==> config.mk <==
export PLATFORM = sky130hd
export DESIGN_NAME = placed_segment_allocator
export DESIGN_NICKNAME = d
export VERILOG_FILES = /design/src/sv/psa_pkg.sv /design/src/sv/psa_alloc_mem.sv /design/src/sv/psa_free_mem.sv /design/src/sv/placed_segment_allocator.sv
export SDC_FILE = /design/constraint.sdc
export NUM_CORES = 2
export LEC_CHECK = 0
export BUFFER_PORTS_ARGS = -buffer_cell sky130_fd_sc_hd__buf_4
export CAP_MARGIN = 20
export CORE_MARGIN = 1.5
export CORE_UTILIZATION = 45
export DETAILED_ROUTE_END_ITERATION = 16
export PLACE_DENSITY_LB_ADDON = 0.12
export SYNTH_ARGS = -nofsm -noshare
export SYNTH_HDL_FRONTEND = slang
export SYNTH_SLANG_ARGS = --single-unit
==> constraint.sdc <==
create_clock -name clk -period 8.8 [get_ports clk]
set_input_delay 0.44 -clock clk [delete_from_list [all_inputs] [get_ports clk]]
set_output_delay 0.44 -clock clk [all_outputs]
set_load 0.03 [all_outputs]
==> src/sv/psa_pkg.sv <==
// Shared types and status codes of the placed segment allocator.
package psa_pkg;

  typedef enum logic [2:0] {
    ST_OK       = 3'd0,
    ST_NOFIT    = 3'd1,
    ST_INUSE    = 3'd2,
    ST_NOTFOUND = 3'd3,
    ST_FULL     = 3'd4
  } status_t;

  localparam logic OP_CREATE = 1'b0;
  localparam logic OP_REMOVE = 1'b1;

  localparam int unsigned CFG_SPACE_SIZE = 0;

  localparam int unsigned ADDR_BITS = 16;

endpackage

==> src/sv/psa_alloc_mem.sv <==
// Segment table memory indexed by id, with a valid bit per id.
module psa_alloc_mem #(
  parameter int unsigned ADDR_BITS = 16,
  parameter int unsigned MAX_IDS   = 64,
  parameter int unsigned IDW       = 6
) (
  input  logic                 clk,
  input  logic                 rst,
  input  logic                 clear,
  input  logic [IDW-1:0]       rd_id,
  output logic                 rd_valid,
  output logic [ADDR_BITS-1:0] rd_start,
  output logic [ADDR_BITS-1:0] rd_size,
  input  logic                 wr_en,
  input  logic                 wr_set,
  input  logic [IDW-1:0]       wr_id,
  input  logic [ADDR_BITS-1:0] wr_start,
  input  logic [ADDR_BITS-1:0] wr_size
);

  logic [MAX_IDS-1:0]   valid;
  logic [ADDR_BITS-1:0] mem_start [MAX_IDS];
  logic [ADDR_BITS-1:0] mem_size  [MAX_IDS];

  always_ff @(posedge clk) begin
    if (rst || clear) begin
      valid <= '0;
    end else if (wr_en) begin
      valid[wr_id] <= wr_set;
    end
  end

  always_ff @(posedge clk) begin
    if (wr_en && wr_set) begin
      mem_start[wr_id] <= wr_start;
      mem_size[wr_id]  <= wr_size;
    end
    rd_start <= mem_start[rd_id];
    rd_size  <= mem_size[rd_id];
    rd_valid <= valid[rd_id];
  end

endmodule

==> src/sv/psa_free_mem.sv <==
// Free interval memory: start and size per slot, one read and one write port.
module psa_free_mem #(
  parameter int unsigned ADDR_BITS = 16,
  parameter int unsigned MAX_FREE  = 16,
  parameter int unsigned FW        = 4
) (
  input  logic                 clk,
  input  logic [FW-1:0]        rd_idx,
  output logic [ADDR_BITS-1:0] rd_start,
  output logic [ADDR_BITS-1:0] rd_size,
  input  logic                 wr_en,
  input  logic [FW-1:0]        wr_idx,
  input  logic [ADDR_BITS-1:0] wr_start,
  input  logic [ADDR_BITS-1:0] wr_size
);

  logic [ADDR_BITS-1:0] mem_start [MAX_FREE];
  logic [ADDR_BITS-1:0] mem_size  [MAX_FREE];

  always_ff @(posedge clk) begin
    if (wr_en) begin
      mem_start[wr_idx] <= wr_start;
      mem_size[wr_idx]  <= wr_size;
    end
    rd_start <= mem_start[rd_idx];
    rd_size  <= mem_size[rd_idx];
  end

endmodule

==> src/sv/placed_segment_allocator.sv <==
// Top level of the placed segment allocator: control sequencer and config port.
// One word is taken at a time, in idle. A word that the id or size check refuses goes
// straight to its result; else the free slots are read in order (up to MAX_FREE) and,
// when the sorted table shifts, each slot moved is read and written before the result
// is offered. The next word is taken only after the result is taken, back in idle.
// Reset and a write of the size register leave one free interval (none for a zero size).
module placed_segment_allocator #(
  parameter int unsigned MAX_FREE  = 16,
  parameter int unsigned MAX_IDS   = 64
) (
  input  logic        clk,
  input  logic        rst,
  input  logic        psel,
  input  logic        penable,
  input  logic        pwrite,
  input  logic [1:0]  paddr,
  input  logic [31:0] pwdata,
  output logic [31:0] prdata,
  output logic        pready,
  input  logic        in_valid,
  output logic        in_ready,
  input  logic        opcode,
  input  logic [5:0]  seg_id,
  input  logic [15:0] req_start,
  input  logic [15:0] req_size,
  output logic        out_valid,
  input  logic        out_ready,
  output logic [2:0]  status,
  output logic [15:0] seg_start,
  output logic [15:0] seg_size
);

  localparam int unsigned FW  = (MAX_FREE > 1) ? $clog2(MAX_FREE) : 1;
  localparam int unsigned CW  = $clog2(MAX_FREE + 1);
  localparam int unsigned IDW = (MAX_IDS > 1) ? $clog2(MAX_IDS) : 1;
  localparam int unsigned AW  = psa_pkg::ADDR_BITS;
  localparam logic [AW-1:0] LIMIT = {AW{1'b1}};
  localparam logic [CW-1:0] FULLC = CW'(MAX_FREE);
  localparam int unsigned CFG_IDX = psa_pkg::CFG_SPACE_SIZE;

  typedef enum logic [11:0] {
    S_IDLE  = 12'b000000000001,
    S_AREAD = 12'b000000000010,
    S_CHK   = 12'b000000000100,
    S_SCANR = 12'b000000001000,
    S_SCANE = 12'b000000010000,
    S_SHRD  = 12'b000000100000,
    S_SHWR  = 12'b000001000000,
    S_FIN   = 12'b000010000000,
    S_PREVR = 12'b000100000000,
    S_PREVE = 12'b001000000000,
    S_INIT  = 12'b010000000000,
    S_OUT   = 12'b100000000000
  } state_t;

  typedef enum logic [2:0] {
    A_NONE, A_DROP, A_OPEN, A_WRITE
  } act_t;

  state_t state;
  logic   op;
  logic [5:0] id_in;
  logic [AW-1:0] rs, rz;
  logic [AW-1:0] space_total;
  logic [CW-1:0] free_count;
  logic [CW-1:0] p;
  logic [AW-1:0] s, n;
  logic [AW:0]   e;
  logic [AW-1:0] fs_hit, fz_hit;
  logic          have_prev;
  act_t          act;
  logic [CW-1:0] act_idx;
  logic [AW-1:0] aw_s, aw_z;
  logic [AW-1:0] fw2_s, fw2_z;
  logic          fw2_en;
  logic [CW-1:0] fw2_idx;
  logic [CW-1:0] sh;
  logic [2:0]    st_r;
  logic [AW-1:0] os, on;
  logic          id_ok;

  logic [FW-1:0] f_rd_idx, f_wr_idx;
  logic [AW-1:0] f_rd_s, f_rd_z, f_wr_s, f_wr_z;
  logic          f_wr_en;
  logic          a_rd_valid, a_wr_en, a_wr_set, cfg_clear;
  logic [AW-1:0] a_rd_s, a_rd_z;
  logic [IDW-1:0] a_id;

  logic cfg_wr;
  logic [AW-1:0] cfg_v;
  logic [AW:0]   f_end;

  assign pready = 1'b1;
  assign cfg_wr = psel && penable && pwrite && (paddr == 2'(CFG_IDX));
  assign cfg_v  = pwdata[AW-1:0];
  assign prdata = (paddr == 2'(CFG_IDX)) ? 32'(space_total) : 32'd0;

  assign in_ready  = (state == S_IDLE) && !cfg_wr;
  assign out_valid = (state == S_OUT);
  assign status    = st_r;
  assign seg_start = 16'(os);
  assign seg_size  = 16'(on);
  assign a_id      = IDW'(id_in);
  assign id_ok     = (32'(id_in) < MAX_IDS);
  assign f_end     = {1'b0, f_rd_s} + {1'b0, f_rd_z};

  psa_alloc_mem #(.ADDR_BITS(AW), .MAX_IDS(MAX_IDS), .IDW(IDW)) u_alloc (
    .clk(clk), .rst(rst), .clear(cfg_clear),
    .rd_id(a_id), .rd_valid(a_rd_valid), .rd_start(a_rd_s), .rd_size(a_rd_z),
    .wr_en(a_wr_en), .wr_set(a_wr_set), .wr_id(a_id),
    .wr_start(rs), .wr_size(rz)
  );

  psa_free_mem #(.ADDR_BITS(AW), .MAX_FREE(MAX_FREE), .FW(FW)) u_free (
    .clk(clk), .rd_idx(f_rd_idx), .rd_start(f_rd_s), .rd_size(f_rd_z),
    .wr_en(f_wr_en), .wr_idx(f_wr_idx), .wr_start(f_wr_s), .wr_size(f_wr_z)
  );

  // Read address follows the scan or shift pointer, or the slot before the scan pointer.
  always_comb begin
    f_rd_idx = p[FW-1:0];
    if (state == S_SHRD && act == A_OPEN) begin
      f_rd_idx = FW'(sh - CW'(1));
    end else if (state == S_SHRD) begin
      f_rd_idx = FW'(sh + CW'(1));
    end else if (state == S_PREVR) begin
      f_rd_idx = FW'(p - CW'(1));
    end
  end

  // Write port: initialization, shift moves and final updates.
  logic [AW-1:0] sh_s, sh_z;
  logic          sh_en;
  always_comb begin
    f_wr_en  = 1'b0;
    f_wr_idx = '0;
    f_wr_s   = '0;
    f_wr_z   = space_total;
    if (state == S_INIT) begin
      f_wr_en = 1'b1;
    end else if (sh_en) begin
      f_wr_en  = 1'b1;
      f_wr_idx = sh[FW-1:0];
      f_wr_s   = sh_s;
      f_wr_z   = sh_z;
    end else if (state == S_FIN && act != A_NONE) begin
      f_wr_en  = (act != A_DROP);
      f_wr_idx = act_idx[FW-1:0];
      f_wr_s   = aw_s;
      f_wr_z   = aw_z;
    end else if (fw2_en) begin
      f_wr_en  = 1'b1;
      f_wr_idx = fw2_idx[FW-1:0];
      f_wr_s   = fw2_s;
      f_wr_z   = fw2_z;
    end
  end
  assign sh_en = (state == S_SHWR);
  assign sh_s  = f_rd_s;
  assign sh_z  = f_rd_z;

  assign a_wr_en  = (state == S_FIN);
  assign a_wr_set = (op == psa_pkg::OP_CREATE);
  assign cfg_clear = cfg_wr;

  always_ff @(posedge clk) begin
    if (rst) begin
      state       <= S_INIT;
      space_total <= LIMIT;
      free_count  <= '0;
      fw2_en      <= 1'b0;
    end else if (cfg_wr) begin
      space_total <= cfg_v;
      state       <= S_INIT;
      fw2_en      <= 1'b0;
    end else begin
      unique case (state)
        S_INIT: begin
          free_count <= (space_total != '0) ? CW'(1) : '0;
          state      <= S_IDLE;
        end
        S_IDLE: begin
          fw2_en <= 1'b0;
          if (in_valid) begin
            op    <= opcode;
            id_in <= seg_id;
            rs    <= AW'(req_start);
            rz    <= AW'(req_size);
            p     <= '0;
            have_prev <= 1'b0;
            act   <= A_NONE;
            state <= S_AREAD;
          end
        end
        S_AREAD: state <= S_CHK;
        S_CHK: begin
          os <= '0;
          on <= '0;
          if (op == psa_pkg::OP_CREATE) begin
            s <= rs;
            n <= rz;
            e <= {1'b0, rs} + {1'b0, rz};
            if (!id_ok) begin
              st_r <= psa_pkg::ST_FULL;  state <= S_OUT;
            end else if (a_rd_valid) begin
              st_r <= psa_pkg::ST_INUSE; state <= S_OUT;
            end else if (rz == '0) begin
              st_r <= psa_pkg::ST_NOFIT; state <= S_OUT;
            end else begin
              state <= S_SCANR;
            end
          end else begin
            s <= a_rd_s;
            n <= a_rd_z;
            e <= {1'b0, a_rd_s} + {1'b0, a_rd_z};
            if (!id_ok || !a_rd_valid) begin
              st_r <= psa_pkg::ST_NOTFOUND; state <= S_OUT;
            end else begin
              state <= S_SCANR;
            end
          end
        end
        S_SCANR: begin
          if (p >= free_count) begin
            if (op == psa_pkg::OP_CREATE) begin
              st_r <= psa_pkg::ST_NOFIT; state <= S_OUT;
            end else begin
              state <= (p != '0) ? S_PREVR : S_SCANE;
            end
          end else begin
            state <= S_SCANE;
          end
        end
        S_SCANE: begin
          if (op == psa_pkg::OP_CREATE) begin
            if (f_rd_s <= s && f_end >= e) begin
              fs_hit <= f_rd_s;
              fz_hit <= f_rd_z;
              state  <= S_FIN;
              if (f_rd_s == s && f_end == e) begin
                act <= A_DROP; act_idx <= p;
                sh  <= p;
                state <= (p + CW'(1) < free_count) ? S_SHRD : S_FIN;
              end else if (f_rd_s == s) begin
                act <= A_WRITE; act_idx <= p;
                aw_s <= f_rd_s + n; aw_z <= f_rd_z - n;
              end else if (f_end == e) begin
                act <= A_WRITE; act_idx <= p;
                aw_s <= f_rd_s; aw_z <= f_rd_z - n;
              end else if (free_count >= FULLC) begin
                st_r <= psa_pkg::ST_FULL; state <= S_OUT;
              end else begin
                act <= A_OPEN; act_idx <= p + CW'(1);
                aw_s <= e[AW-1:0]; aw_z <= AW'(f_end - e);
                fw2_idx <= p; fw2_s <= f_rd_s; fw2_z <= s - f_rd_s;
                sh <= free_count;
                state <= (free_count > p + CW'(1)) ? S_SHRD : S_FIN;
              end
            end else begin
              p <= p + CW'(1);
              state <= S_SCANR;
            end
          end else begin
            // Remove: p is the first slot at or after s, or the count.
            if (p < free_count && f_rd_s < s) begin
              p <= p + CW'(1);
              state <= S_SCANR;
            end else begin
              fs_hit <= (p < free_count) ? f_rd_s : '0;
              fz_hit <= (p < free_count) ? f_rd_z : '0;
              state  <= S_PREVE;
              if (p != '0 && !have_prev) begin
                state <= S_PREVR;
              end
            end
          end
        end
        S_PREVR: begin
          if (p < free_count && !have_prev) begin
            fs_hit <= f_rd_s;
            fz_hit <= f_rd_z;
          end
          have_prev <= 1'b1;
          state <= S_PREVE;
        end
        S_PREVE: begin
          logic mprev, mnext;
          mprev = have_prev && ({1'b0, f_rd_s} + {1'b0, f_rd_z} == {1'b0, s});
          mnext = (p < free_count) && ({1'b0, fs_hit} == e);
          state  <= S_FIN;
          if (mprev && mnext) begin
            act <= A_DROP; act_idx <= p;
            fw2_idx <= p - CW'(1); fw2_s <= f_rd_s; fw2_z <= f_rd_z + n + fz_hit;
            sh <= p;
            state <= (p + CW'(1) < free_count) ? S_SHRD : S_FIN;
          end else if (mprev) begin
            act <= A_WRITE; act_idx <= p - CW'(1);
            aw_s <= f_rd_s; aw_z <= f_rd_z + n;
          end else if (mnext) begin
            act <= A_WRITE; act_idx <= p;
            aw_s <= s; aw_z <= fz_hit + n;
          end else if (free_count >= FULLC) begin
            st_r <= psa_pkg::ST_FULL; state <= S_OUT;
          end else begin
            act <= A_OPEN; act_idx <= p;
            aw_s <= s; aw_z <= n;
            sh <= free_count;
            state <= (free_count > p) ? S_SHRD : S_FIN;
          end
        end
        S_SHRD: state <= S_SHWR;
        S_SHWR: begin
          if (act == A_OPEN) begin
            sh <= sh - CW'(1);
            state <= (sh - CW'(1) > act_idx) ? S_SHRD : S_FIN;
          end else begin
            sh <= sh + CW'(1);
            state <= (sh + CW'(2) < free_count) ? S_SHRD : S_FIN;
          end
        end
        S_FIN: begin
          st_r <= psa_pkg::ST_OK;
          os   <= s;
          on   <= n;
          if (act == A_DROP) begin
            free_count <= free_count - CW'(1);
          end else if (act == A_OPEN) begin
            free_count <= free_count + CW'(1);
          end
          fw2_en <= (act == A_OPEN && op == psa_pkg::OP_CREATE) ||
                    (act == A_DROP && op == psa_pkg::OP_REMOVE);
          state <= S_OUT;
        end
        S_OUT: begin
          fw2_en <= 1'b0;
          if (out_ready) begin
            state <= S_IDLE;
          end
        end
        default: state <= S_IDLE;
      endcase
    end
  end

endmodule
# Word-level counts from Yosys, hierarchy flattened
# Memory sizes are Yosys's and may differ from the RTL's. A register that Yosys moved wholly into a read port is not among the register bits.
# Index checks and enable logic that the tools add are counted.
# classes
n_reduce_logical	53
magnitude_cmp	13
bitwise	3
n_mux	180
n_addsub	17
n_eq_ne	49
# ops
op	n
$mux 16	55
$pmux 16 s2	8
$mux 12	18
$pmux 12 s11	1
$mux 5	26
$mux 3	25
$add 16x16->16	4
$bwmux 64	1
$mux 4	13
$add 16x16->17	3
$mux 8	6
$sub 16x16->16	3
$ne 3x3->1 const B	10
$pmux 5 s2	3
$ne 2x2->1 const B	13
$mux 10	2
$logic_and 1x1->1	18
$reduce_and 6->1	3
$reduce_and 9->1	2
$eq 16x17->1	1
$eq 17x16->1	1
$eq 17x17->1	1
$ge 17x17->1	1
$mux 17	1
other kinds (56)	96
# word_totals
wordCells	347
out_inout_bits	70
n_memories	4
register_bits	341
ramBits	2560
in_bits	80
# mem_list
memory	depth	width	read_ports	rd_clocked_by_memory_dff	write_ports	line_no	rtl
u_alloc.mem_size	64	16	1	1	1	psa_alloc_mem.sv:23	logic [ADDR_BITS-1:0] mem_size [MAX_IDS];
u_alloc.mem_start	64	16	1	1	1	psa_alloc_mem.sv:22	logic [ADDR_BITS-1:0] mem_start [MAX_IDS];
u_free.mem_size	16	16	1	1	1	psa_free_mem.sv:18	logic [ADDR_BITS-1:0] mem_size [MAX_FREE];
u_free.mem_start	16	16	1	1	1	psa_free_mem.sv:17	logic [ADDR_BITS-1:0] mem_start [MAX_FREE];

# Depth between registers and ports, before layout
# logic_depth
word_depth	10
mapped_depth	20
ltp_nobuf	20

# By module
# Synthesis repeated with hierarchy kept, for this count alone.
# hier_totals
cells_unflattened	6920
hier_area_um2	122780.3
# modules_own_cells
module	instances	area_per_inst_um2	seq_area_each_um2	cells_each
psa_alloc_mem	1	81423.1	63440.8	3753
placed_segment_allocator	1	21521.9	7947.6	2329
psa_free_mem	1	19835.3	16015.4	838

# Least setup slack after synthesis
# Ideal clock, no wire load.
# synth_path
path_type	register -> register
from	register u_free.rd_start[0], read port of u_free.mem_start
to	register fw2_idx[0], enable pin
stages_incl_launch_ff	19
synth_period_minus_slack_ns	5.743
required_ns	8.359
path_slack_ns	3.057
arrival_ns	5.302
setup_ns	0.441
path_buffers	0
path_cell_list	dfxtp_1 -> ha_1 -> inv_1 -> fa_1 -> nand2b_1 -> a21o_1 -> a21oi_1 -> nand2b_1 -> o21ai_0 -> nand2b_1 -> xor2_1 -> ha_1 -> nand4_1 -> o31ai_1 -> o41ai_1 -> a21o_1 -> nor2_1 -> o21ai_0 -> a21oi_1
# synth_via
elab_chain_cells	6
word_cells_on_any_way	16
classes_between	add/sub: 1; order compare: 2; eq/ne: 8; reduce/logical: 5
# synth_lines
element	line_no	rtl
from (decl)	psa_free_mem.sv:9	output logic [ADDR_BITS-1:0] rd_start,
parallel branches: the longest is 5 deep, another holds $add 16x16->17	n/a	
$reduce_and 10->1 (no line) (*)	n/a	
to (signal assigned)	placed_segment_allocator.sv:255	fw2_idx <= p; fw2_s <= f_rd_s; fw2_z <= s - f_rd_s;
to (signal assigned)	placed_segment_allocator.sv:293	fw2_idx <= p - CW'(1); fw2_s <= f_rd_s; fw2_z <= f_rd_z + n + fz_hit;
to (decl)	placed_segment_allocator.sv:76	logic [CW-1:0] fw2_idx;
# Mark *: on every way between the ends.
# A chain may end at the register's enable or synchronous reset.

# Worst setup path after layout
# layout_path
from	register u_free.rd_start[0], read port of u_free.mem_start
to	register aw_z[2], enable pin
# layout_via
elab_chain_cells	6
word_cells_on_any_way	16
classes_between	add/sub: 1; order compare: 2; eq/ne: 8; reduce/logical: 5
# layout_lines
element	line_no	rtl
parallel branches: the longest is 5 deep, another holds $add 16x16->17	n/a	
$reduce_and 9->1 (no line) (*)	n/a	
to (signal assigned)	placed_segment_allocator.sv:298	aw_s <= f_rd_s; aw_z <= f_rd_z + n;
to (signal assigned)	placed_segment_allocator.sv:301	aw_s <= s; aw_z <= fz_hit + n;
to (signal assigned)	placed_segment_allocator.sv:306	aw_s <= s; aw_z <= n;
to (decl)	placed_segment_allocator.sv:73	logic [AW-1:0] aw_s, aw_z;
# Marks and branches as above.

==> results_dict.tcl <==
set metrics [dict create \
    status "finished, final reports clean" \
    ir_drop_mv 0.178 \
    yosysSeqAreaShare 0.733 \
    cts_tree "done" \
    clk_pin_slew_ns 0.06 \
    p_int_mw 22.9 \
    ys_warn_count 0 \
    grt_util_all_layers 0.285 \
    synth_edf_count 2802 \
    report.power.total_mw 29.0 \
    num_vias 75400 \
    synthFlopType "edfxtp_1" \
    h-tree-depth 5 \
    fin_worst_skew_ns 0.0742 \
    power_frac_clock 0.442 \
    ys_types 93 \
    antenna_left 0 \
    place_area_mm2 0.126 \
    clk_latency_ns 0.90 \
    hold_violations 0 \
    async_flop_share 0 \
    ys_seq_elements 2965 \
    final_util 0.519 \
    fp.dieH_um 518 \
    cp.arrival_ns 7.23 \
    num-fill-cells 21800 \
    start_util 0.454 \
    crit_type "reg2reg" \
    synthTopCellsByArea "edfxtp_1 (71%), a22oi_1 (4.7%), dfxtp_1 (2.7%)" \
    grt_pass1_wl_mm 547 \
    regToRegEndpoint "aw_z[2]" \
    comb_power_share 0.029 \
    end_kind "flip-flop" \
    grt_max_degree 169 \
    powerDensity_mw_per_mm2 213 \
    period_share 0.764 \
    cts-buffers-inserted 320 \
    dieArea_mm2 0.268 \
    reg2reg_from "u_free.rd_start[0]" \
    path_max_fanout 22 \
    clock-root-buffer "clkbuf_16" \
    hold_end "rz[5]" \
    place_hpwl_mm 232 \
    vias_per_cell 6.29 \
    stdcell_area_mm2 0.136 \
    worstHoldPathCells 2 \
    fin_crit_ns 6.73 \
    antenna_found_initial 25 \
    synthDominantCellAreaShare 0.705 \
    grt_pass1_vias 71300 \
    pin_count 150 \
    totalWireLength_mm 394 \
    reg2regPathDepth 21 \
    maxSlewViolCount 0 \
    max_cap_violations 0 \
    p_sw_frac 0.210 \
    core_mm2 0.263 \
    fmax_mhz 149 \
    die_w_um 518 \
    io_buffers 116 \
    routedWlPerCell_um 32.8 \
    synth_area_per_cell_um2 15.0 \
    synthToLayoutAreaGrowth_pct 14.3 \
    worstHoldStart "req_size[5]" \
    drcViolationCount 0 \
    row_count 188 \
    rrSetupSlack_ns 2.07 \
    overflow 0 \
    whs_ns 0.255 \
    p_switching_mw 6.11 \
    nNetsFinal 8497 \
    required_ns 9.30 \
    setup_tns_ns 0 \
    seqPwrFrac 0.529 \
    syn-cell-area_mm2 0.119 \
    gp_congestion 0.901 \
    tightest_slew_ns 1.21 \
    drt_iter0_markers 9424 \
    drive_above_1_share 0.122 \
    worstHoldPathType "in2reg" \
    drtPass1Iterations 7 \
    relSlewSlack 0.196 \
    rsz0062_at_grt "false" \
    clk_path_buf_depth 4 \
    leakage_nw 43.9 \
    synth_largest_area_cell "edfxtp_1" \
    setup_viol 0 \
    syn_inst 7935 \
    cp-start-kind "flip-flop" \
    clock_sinks 2965 \
]
sequential cells by signal (all words and copies together) (netlist names), 17 cells and up:
name	cells
u_alloc.mem_start	1024
u_free.mem_start	256
u_free.mem_size	256
u_alloc.valid	64
e	17
u_alloc.mem_size	1024
worst max path at each step:
stage                                  start         end  slack [ns]  cells after the start
after CTS                 u_free.rd_start[0]     aw_z[2]        2.13                     21
after global placement    u_free.rd_start[0]     aw_z[3]        2.06                     21
after global routing      u_free.rd_start[0]     aw_z[2]        1.67                     21
final                     u_free.rd_start[0]     aw_z[2]        2.07                     21
after floorplan           u_free.rd_start[0]  fw2_idx[0]        3.06                     18
after detailed placement  u_free.rd_start[0]     aw_z[3]        2.18                     21
cells in the final DEF (no fill, tap or decap), types with 19 or more instances in the layout:
| cell type | n |
|---|---|
| edfxtp_1 | 2802 |
| a22oi_1 | 743 |
| nand2_1 | 439 |
| a21oi_1 | 378 |
| buf_4 | 368 |
| clkbuf_16 | 322 |
| nor2_1 | 269 |
| a31oi_1 | 248 |
| ha_1 | 185 |
| a221oi_1 | 169 |
| a22o_1 | 168 |
| dfxtp_1 | 162 |
| and2_1 | 155 |
| a211oi_1 | 153 |
| nand4_1 | 146 |
| o21ai_0 | 130 |
| inv_1 | 126 |
| xnor2_1 | 113 |
| nand3_1 | 112 |
| mux2i_1 | 92 |
| nor2_4 | 88 |
| clkbuf_1 | 75 |
| dlygate4sd3_1 | 74 |
| xor2_1 | 67 |
| clkinv_1 | 66 |
| a311oi_1 | 59 |
| clkinv_2 | 47 |
| nor3_1 | 46 |
| a21o_1 | 38 |
| o22ai_1 | 38 |
| nand2b_1 | 36 |
| nor2b_1 | 36 |
| a32oi_1 | 35 |
| mux2_2 | 33 |
| and3_1 | 32 |
| a211o_1 | 19 |
| a211oi_2 | 19 |
critical path: stages, from the launching register on:
cell and delay [ns]:
dfxtp_1 0.48, ha_1 0.27, inv_1 0.08, fa_1 0.44, nand2b_1 0.21, a21o_1 0.22, a21oi_1 0.18, nand2b_1 0.26
o21ai_0 0.12, nand2b_1 0.11, xor2_1 0.10, ha_1 0.39, nand4_1 0.24, nor2_1 0.19, nand3_1 0.83, nand2_1 0.28
o41ai_1 0.21, a21o_1 0.30, nor2_1 0.18, o221ai_1 0.21, nor2b_4 0.64, buf_4 0.43
cell type report:
cell class	count	area, um^2	area share
diodes	6	15.0	0.000110
clock buffers	410	8510	0.0624
clock inverters	159	1380	0.0101
inverters	128	480	0.00352
multi-input cells	4336	30200	0.222
flip-flops and latches	2965	87400	0.641
well taps	3515	4400	0.0322
repair buffers	470	3970	0.0291
cells in the mapped netlist, types with 38 or more instances:
library cell / number
dfxtp_1: 163
nand3_1: 113
o22ai_1: 39
o21ai_0: 132
a311oi_1: 59
xnor2_1: 113
a21oi_1: 381
mux2i_1: 92
ha_1: 185
edfxtp_1: 2802
a221oi_1: 169
a22oi_1: 743
a22o_1: 168
xor2_1: 67
nor2_1: 356
clkbuf_1: 415
nand4_1: 146
nor3_1: 50
and2_1: 155
a31oi_1: 248
buf_1: 53
inv_1: 126
nand2_1: 441
a211oi_1: 168
a21o_1: 38
metrics by stage:
step,worst slack (ns),std cells
6_report,2.07,12000
4_1_cts,2.13,12000
2_1_floorplan,3.06,7950
3_3_place_gp,2.06,11300
5_1_grt,1.67,12000
3_5_place_dp,2.18,11300
what timing repair did:
action                                 in CTS  in global routing
hold buffers                               74                  0
endpoints found under the hold margin      62                  0
setup buffers                               0                  0
resized for setup                           0                  0
layer usage:
layer,track usage,part of all wire,routed length [um]
met4,0.102,0.041,16000
met1,0.407,0.42,164000
met2,0.436,0.45,177000
met3,0.0538,0.091,35800
met5,0,0.00018,71
kinds of logic (layout without fill, tap and decap cells):
logic type	Yosys count	count (layout)	synth area share
DFF	2965	2965	0.733
muxes	127	127	0.0110
adders and majority gates	196	196	0.0213
other	2	23	0.0000630
and+or+nand+nor	1464	1464	0.0595
buffers and inverters	649	1167	0.0218
xor gates and xnor gates	182	182	0.0136
AOI/OAI and AO/OA	2350	2350	0.140
power by group through the flow:
stage	registers (mW)	clock network, mW	logic, mW
4_1_cts	15.3	13.0	0.840
6_report	15.3	12.8	0.850
5_1_grt	15.3	13.5	0.908
3_5_place_dp	15.6	0	0.813
2_1_floorplan	15.6	0	0.489
3_3_place_gp	15.6	0	0.806
Note: power is estimated with default switching activity, not from simulation.
